--- config.mk ---
export PLATFORM = sky130hd
export DESIGN_NAME = lsb_stego_extract_unit
export DESIGN_NICKNAME = d
export VERILOG_FILES = /design/src/sv/lse_pkg.sv /design/src/sv/lse_core.sv /design/src/sv/lse_out_fifo.sv /design/src/sv/lsb_stego_extract_unit.sv
export SDC_FILE = /design/constraint.sdc
export NUM_CORES = 1
export LEC_CHECK = 0
export ABC_AREA = 1
export BUFFER_PORTS_ARGS = -buffer_cell sky130_fd_sc_hd__buf_4
export CELL_PAD_IN_SITES_DETAIL_PLACEMENT = 1
export CELL_PAD_IN_SITES_GLOBAL_PLACEMENT = 1
export CORE_MARGIN = 2
export CORE_UTILIZATION = 46
export DETAILED_ROUTE_END_ITERATION = 8
export PLACE_DENSITY = 0.82
export REMOVE_ABC_BUFFERS = 1
export SYNTH_ARGS = -nofsm -noshare
export SYNTH_HDL_FRONTEND = slang
export SYNTH_HIERARCHICAL = 1
export SYNTH_SLANG_ARGS = --single-unit
--- constraint.sdc ---
create_clock -name clk_i -period 6.3 [get_ports clk_i]
set_clock_uncertainty 0.15 [all_clocks]
set_input_delay 1.89 -clock clk_i [delete_from_list [all_inputs] [get_ports clk_i]]
set_output_delay 1.89 -clock clk_i [all_outputs]
set_load 0.005 [all_outputs]
--- src/sv/lse_pkg.sv ---
// Package for the LSB stego extraction unit.
// Holds the item types, the push bundle between core and queue, and constants.
// No dependencies.
package lse_pkg;

  // Depth of the result queue, at least two.
  localparam int unsigned LseFifoDepth = 4;

  // Header length in components and the bit count that a zero header stands for.
  localparam logic [1:0] HeaderLen    = 2'd3;
  localparam logic [3:0] FullByteBits = 4'd8;
  localparam logic [2:0] TopBitPos    = 3'd7;
  localparam logic [7:0] TermByte     = 8'h00;

  typedef struct packed {
    logic [7:0] component;
    logic       image_start;
    logic       image_end;
  } lse_in_t;

  typedef struct packed {
    logic [7:0] message_byte;
    logic       last;
    logic       ran_out;
  } lse_out_t;

  // Results produced by one accepted item, in order.
  typedef struct packed {
    logic [1:0] count;
    lse_out_t   res0;
    lse_out_t   res1;
  } lse_push_t;

endpackage

--- src/sv/lse_core.sv ---
// Extraction core: header decode, bit merge into the partial byte, terminator logic.
// Depends on lse_pkg.
module lse_core (
  input  logic             clk_i,
  input  logic             rst_ni,
  input  logic             accept_i,
  input  lse_pkg::lse_in_t in_data_i,
  output lse_pkg::lse_push_t push_o
);
  import lse_pkg::*;

  logic [1:0] hc_q, hc_d;
  logic [3:0] bpc_q, bpc_d;
  logic [2:0] pos_q, pos_d;
  logic [7:0] pb_q, pb_d;
  logic       fin_q, fin_d;

  // Compute next state and the results of the accepted item
  always_comb begin
    logic [1:0]  hc;
    logic [3:0]  bpc;
    logic [2:0]  pos;
    logic [7:0]  pb;
    logic        fin;
    logic [3:0]  k;
    logic [3:0]  filled;
    logic [3:0]  total;
    logic [7:0]  masked;
    logic [15:0] win;
    logic [7:0]  byte_v;
    logic        term;
    lse_push_t   push;

    hc   = hc_q;
    bpc  = bpc_q;
    pos  = pos_q;
    pb   = pb_q;
    fin  = fin_q;
    k      = '0;
    filled = '0;
    total  = '0;
    masked = '0;
    win    = '0;
    byte_v = '0;
    term   = 1'b0;
    push   = '0;

    if (accept_i) begin
      // restart on a new image
      if (in_data_i.image_start) begin
        hc  = '0;
        bpc = '0;
        pos = TopBitPos;
        pb  = '0;
        fin = 1'b0;
      end
      if (!fin) begin
        if (hc < HeaderLen) begin
          // gather one header bit
          bpc = bpc | ({3'b000, in_data_i.component[0]} << hc);
          hc  = hc + 2'd1;
          if (hc == HeaderLen && bpc == 4'd0) begin
            bpc = FullByteBits;
          end
        end else begin
          // merge k low bits below the bits already filled
          k      = (bpc > FullByteBits) ? FullByteBits : bpc;
          filled = 4'(TopBitPos - pos);
          total  = filled + k;
          masked = in_data_i.component & ~(8'hff << k);
          win    = {pb, 8'h00} | ({8'h00, masked} << (5'd16 - {1'b0, total}));
          if (total >= FullByteBits) begin
            byte_v = win[15:8];
            pb     = win[7:0];
            pos    = 3'(4'd15 - total);
            if (byte_v == TermByte) begin
              push.res0  = '{message_byte: TermByte, last: 1'b1, ran_out: 1'b0};
              push.count = 2'd1;
              fin        = 1'b1;
              term       = 1'b1;
            end else begin
              push.res0  = '{message_byte: byte_v, last: 1'b0, ran_out: 1'b0};
              push.count = 2'd1;
            end
          end else begin
            pb  = win[15:8];
            pos = 3'(4'd7 - total);
          end
        end
        // end of image closes the message
        if (in_data_i.image_end && !term) begin
          if (push.count == 2'd0) begin
            push.res0 = '{message_byte: TermByte, last: 1'b1, ran_out: 1'b1};
          end else begin
            push.res1 = '{message_byte: TermByte, last: 1'b1, ran_out: 1'b1};
          end
          push.count = push.count + 2'd1;
          fin        = 1'b1;
        end
      end
    end

    hc_d   = hc;
    bpc_d  = bpc;
    pos_d  = pos;
    pb_d   = pb;
    fin_d  = fin;
    push_o = push;
  end

  // Hold extraction state
  always_ff @(posedge clk_i or negedge rst_ni) begin
    if (!rst_ni) begin
      hc_q  <= '0;
      bpc_q <= '0;
      pos_q <= TopBitPos;
      pb_q  <= '0;
      fin_q <= 1'b0;
    end else begin
      hc_q  <= hc_d;
      bpc_q <= bpc_d;
      pos_q <= pos_d;
      pb_q  <= pb_d;
      fin_q <= fin_d;
    end
  end

endmodule

--- src/sv/lse_out_fifo.sv ---
// Result queue: takes up to two results per cycle, delivers one per cycle while out_stall_i is low.
// Depends on lse_pkg.
module lse_out_fifo #(
  parameter int unsigned FifoDepth = lse_pkg::LseFifoDepth
) (
  input  logic               clk_i,
  input  logic               rst_ni,
  input  lse_pkg::lse_push_t push_i,
  output logic               full_o,
  output logic               out_valid_o,
  input  logic               out_stall_i,
  output lse_pkg::lse_out_t  out_data_o
);
  import lse_pkg::*;

  localparam int unsigned PtrW = (FifoDepth > 1) ? $clog2(FifoDepth) : 1;
  localparam int unsigned CntW = $clog2(FifoDepth + 1);

  lse_out_t            mem_q [FifoDepth];
  logic [PtrW-1:0]     head_q, head_d;
  logic [CntW-1:0]     cnt_q, cnt_d;
  logic [PtrW-1:0]     wr0, wr1;
  logic                pop;

  // Wrap an index sum into the queue depth
  function automatic logic [PtrW-1:0] wrap_idx(input logic [CntW:0] sum);
    logic [CntW:0] s;
    s = sum;
    if (s >= (CntW+1)'(FifoDepth)) begin
      s = s - (CntW+1)'(FifoDepth);
    end
    return s[PtrW-1:0];
  endfunction

  assign pop         = (cnt_q != '0) && !out_stall_i;
  assign out_valid_o = (cnt_q != '0);
  assign out_data_o  = mem_q[head_q];
  // Leave room for two results before taking another item
  assign full_o      = (cnt_q > CntW'(FifoDepth - 2));

  assign wr0 = wrap_idx({1'b0, CntW'(head_q)} + {1'b0, cnt_q});
  assign wr1 = wrap_idx({1'b0, CntW'(wr0)} + (CntW+1)'(1));

  // Advance head and count
  always_comb begin
    head_d = head_q;
    if (pop) begin
      head_d = wrap_idx({1'b0, CntW'(head_q)} + (CntW+1)'(1));
    end
    cnt_d = cnt_q + CntW'(push_i.count) - CntW'(pop);
  end

  always_ff @(posedge clk_i or negedge rst_ni) begin
    if (!rst_ni) begin
      head_q <= '0;
      cnt_q  <= '0;
    end else begin
      head_q <= head_d;
      cnt_q  <= cnt_d;
    end
  end

  // Store pushed results
  always_ff @(posedge clk_i) begin
    if (push_i.count != 2'd0) begin
      mem_q[wr0] <= push_i.res0;
    end
    if (push_i.count == 2'd2) begin
      mem_q[wr1] <= push_i.res1;
    end
  end

endmodule

--- src/sv/lsb_stego_extract_unit.sv ---
// LSB stego extraction unit: top level joining the core and the result queue.
// Depends on lse_pkg, lse_core and lse_out_fifo.
//
// Input channel carries one color component per item with image_start and
// image_end flags. The first three components of an image give the bits per
// component in their low bits; later components give hidden bits that are
// packed MSB first into bytes. Each result on the output channel is
// a nonzero message byte, or the zero terminator with last set (ran_out set
// when the image ended before a zero byte).
// Throughput: one component per cycle while in_stall_o is low. A component
// that yields two results (a byte and an end-of-image terminator) puts both
// into the result queue in that cycle; the queue drains one per cycle while
// out_stall_i is low, and results leave it in order behind earlier ones.
// in_stall_o rises when the result queue has no room for two more results,
// so a stalled receiver backs up into the input after FifoDepth-1 results.
// Reset clears the extraction state as if a new image had started and
// empties the queue.
module lsb_stego_extract_unit #(
  parameter int unsigned FifoDepth = lse_pkg::LseFifoDepth
) (
  input  logic              clk_i,
  input  logic              rst_ni,
  input  logic              in_valid_i,
  output logic              in_stall_o,
  input  lse_pkg::lse_in_t  in_data_i,
  output logic              out_valid_o,
  input  logic              out_stall_i,
  output lse_pkg::lse_out_t out_data_o
);
  import lse_pkg::*;

  lse_push_t push;
  logic      full;
  logic      accept;

  // Accept an item when the queue has room
  assign in_stall_o = full;
  assign accept     = in_valid_i && !full;

  lse_core u_core (
    .clk_i     (clk_i),
    .rst_ni    (rst_ni),
    .accept_i  (accept),
    .in_data_i (in_data_i),
    .push_o    (push)
  );

  lse_out_fifo #(
    .FifoDepth (FifoDepth)
  ) u_fifo (
    .clk_i       (clk_i),
    .rst_ni      (rst_ni),
    .push_i      (push),
    .full_o      (full),
    .out_valid_o (out_valid_o),
    .out_stall_i (out_stall_i),
    .out_data_o  (out_data_o)
  );

endmodule
==> run_results.csv <==
group,metric,value,unit
logic_synthesis,synthCells,622,
floorplan,dieWidth,104,µm
grt,grt_usage,0.272,
clocking,cts.sinks,63,
critical_path,r2r_start,"u_core/bpc_q[3]",
clocking,cts.clk_slew.worst_paths,0.08,ns
place,gp_congestion,0.891,
route,routedWlPerCell,18.2,µm
clocking,cts_hold_buf,0,
power_and_ir_drop,leakage,0.00237,µW
place,dp.cells,767,
route,drtIter0Drc,208,
layout,layout-drive-gt1-share,0.157,
route,dr.pass1.iters,5,
run,cap_violations,0,
logic_synthesis,netlist_area,0.00459,mm²
timing,setup_viol,0,
hold_path,hold_path_class,"register to register",
floorplan,initial_core_util,0.472,
power_and_ir_drop,pwr-share-clk,0.126,
floorplan,coreArea,0.00973,mm²
layout,instances_no_fill,784,
grt,grt_max_degree,33,
power_and_ir_drop,p_sw_frac,0.523,
clocking,cts.htree.levels,3,
power_and_ir_drop,pwr-share-comb,0.637,
layout,nNetsFinal,672,
timing,period_minus_slack,5.97,ns
layout,finish.utilization,0.527,
route,ant_nets,0,
layout,fillers,1259,
timing,tightest_slew,0.819,ns
power_and_ir_drop,p_int,1200,µW
layout,n_antenna_cell,0,
grt,grt_overflow,0,
floorplan,die_area,0.0108,mm²
place,numPortBuffers,25,
critical_path,critPathArrivalTime,6.06,ns
route,vias_per_cell,5.66,
clocking,cts_tree,"done",
layout,syn_to_final_growth,11.8,%
status,outcome,"complete, no violations",
logic_synthesis,ys_seq_elements,63,
logic_synthesis,synth.distinct_cells,40,
grt,antenna_found_initial,0,
timing,fmax,167,MHz
floorplan,die_h,104,µm
floorplan,ios,26,
timing,slew_headroom,0.454,
clocking,clkLatencyLatePin,0.34,ns
floorplan,rows,36,
power_and_ir_drop,seq_power_share,0.237,
route,vias,4439,
power_and_ir_drop,netSwitchingPower,1310,µW
critical_path,worst-path-max-fanout,6,
power_and_ir_drop,power_density,490,mW/mm²
clocking,cts_buffer_depth,2,
grt,grt_pass1_vias,4682,
route,wl,14.3,mm
critical_path,path_class,"input port to register",
power_and_ir_drop,peakVddDrop,0.000323,V
clocking,cts_root_buffer,"clkbuf_8",
critical_path,required,6.38,ns
timing,slew_violations,0,
place,dp_hpwl,10.7,mm
critical_path,start_kind,"input port",
timing,fin_crit_sh,0.948,
hold_path,hp-start,"u_core/pos_q[2]",
grt,grt_first_pass_wirelength,23.6,mm
logic_synthesis,post_synth.cell_area_avg,7.38,µm²
critical_path,worstSetupEndpointType,"register",
route,drc,0,
timing,final-hold-violation-count,0,
clocking,numCtsBuffers,9,
logic_synthesis,yosysSeqAreaShare,0.388,
logic_synthesis,yosys_warnings,6,
critical_path,setup.worst_path.start,"in_data_i[1]",
[flip-flops by register name (all words and copies together), names as in the netlist]
name,count
u_core/fin_q,1
u_core/pos_q,3
u_core/bpc_q,4
u_core/pb_q,8
u_core/hc_q,2
u_fifo/cnt_q,3
u_fifo/mem_q,40
u_fifo/head_q,2
[per-stage QoR]
step,setup TNS [ns],total power [µW],hold WS [ns],setup WS [ns],area [µm²]
2_1_floorplan,-49.62,1600,0.298,-0.833,4350
3_3_place_gp,0,2090,0.313,0.122,4930
3_5_place_dp,-0.867,2170,0.319,-0.158,4930
4_1_cts,0,2490,0.332,0.223,5110
5_1_grt,-0.00691,2730,0.358,-0.00691,5130
6_report,0,2510,0.335,0.325,5130
[per-layer routing]
| layer | part of all wire | track usage | vias to the layer above |
|---|---|---|---|
| met5 | 0 | 0 | - |
| met4 | 0.026 | 0.100 | 0 |
| met3 | 0.033 | 0.0351 | 30 |
| met2 | 0.53 | 0.496 | 116 |
| met1 | 0.41 | 0.328 | 2154 |
| li1 | - | - | 2139 |
[synthesized netlist by cell type]
master	instances	share of area
dfstp_2	3	0.017
xor2_1	4	0.0076
nor2_2	2	0.0027
nand3_2	6	0.013
a21oi_1	22	0.024
o21ai_0	38	0.041
o21ai_2	1	0.0019
nand2_2	6	0.0082
o211ai_1	2	0.0033
nor3_2	1	0.0022
ha_1	10	0.027
xnor2_1	2	0.0038
nand2_4	2	0.0049
buf_6	5	0.012
a22o_1	2	0.0038
inv_2	10	0.0082
nor2_4	2	0.0049
conb_1	1	0.00082
nor3_1	3	0.0033
inv_1	50	0.041
o21ai_1	2	0.0022
o31ai_1	1	0.0016
o22ai_1	13	0.018
a21boi_1	1	0.0016
buf_2	9	0.0098
edfxtp_1	40	0.26
nand2_1	163	0.13
nor2_1	62	0.051
fa_1	2	0.0087
buf_4	14	0.023
nand3_1	53	0.058
clkbuf_1	15	0.012
o32ai_1	2	0.0038
buf_1	1	0.00082
or2_2	1	0.0014
nand3_4	1	0.0038
nand4_1	48	0.065
o41ai_1	1	0.0019
dfrtp_1	20	0.11
a21boi_0	1	0.0016
[cell type report]
cell class / instances / area (µm²) / area share
clock buffer: 10 / 128 / 0.0249
clock inverter: 6 / 45.0 / 0.00878
inverter: 60 / 225 / 0.0439
multi-input combinational: 462 / 2360 / 0.460
sequential: 63 / 1780 / 0.347
tap: 133 / 166 / 0.0324
timing repair buffer: 50 / 425 / 0.0829
[critical path, cell delays in order]
cell	delay, ns
buf_4	0.13
inv_2	0.12
nand3_2	0.12
xnor2_1	0.18
ha_1	0.17
inv_1	0.05
fa_1	0.58
nand3_1	0.14
nand3_2	0.13
nand2_2	0.12
nor2_4	0.18
nand4_1	0.18
nand3_1	0.13
nor2_1	0.04
nand2_1	0.05
nor2_1	0.06
a21boi_1	0.20
ha_1	0.19
inv_1	0.04
nor2_1	0.18
inv_2	0.08
ha_1	0.33
fa_1	0.48
xnor2_2	0.16
xor2_1	0.14
[power by group through the flow]
stage          Combinational, µW  Clock, µW  Sequential (µW)
3_3_place_gp                1490          0              599
3_5_place_dp                1560          0              603
6_report                    1600        316              595
2_1_floorplan               1010          0              592
4_1_cts                     1570        323              595
5_1_grt                     1790        341              603
[final timing paths]
check	endpoint	slack [ns]	depth (start not counted)
max reg2reg	u_fifo/cnt_q[2]	1.50	24
min reg2reg	u_core/pos_q[2]	0.33	2
min	u_core/pos_q[2]	0.33	2
max	u_fifo/cnt_q[2]	0.33	25
max in group asynchronous	u_core/pos_q[2]	4.41	1
min in group asynchronous	u_core/hc_q[0]	1.28	1
[kinds of logic after synthesis]
| group | count (synthesis) | synth area share |
|---|---|---|
| AOI/OAI and AO/OA | 86 | 0.105 |
| xor gates and xnor gates | 6 | 0.0115 |
| adders and majority gates | 12 | 0.0360 |
| buffers and inverters | 104 | 0.107 |
| DFF | 63 | 0.388 |
| other | 1 | 0.000817 |
| and+or+nand+nor | 350 | 0.352 |
[timing repair]
| item | 4_1_cts | 5_1_grt |
|---|---|---|
| setup buffers | 0 | 1 |
| endpoints found under the hold margin | 0 | 0 |
| endpoints found under the setup margin | 0 | 1 |
| resized for setup | 0 | 3 |
[layout by cell type (no fill, tap or decap), types with 3 or more instances in the layout]
cell type,n
nand2_1,163
nand4_1,48
conb_1,8
dfrtp_1,20
dfstp_2,3
buf_4,46
ha_1,10
inv_1,50
nand3_2,6
clkinv_4,3
nor3_1,3
nor2_1,62
edfxtp_1,40
nand2_2,6
buf_12,4
o21ai_0,38
inv_2,10
clkbuf_8,9
o22ai_1,13
nand3_1,53
a21oi_1,22
xor2_1,3
Power figures use the tool's default switching activity.
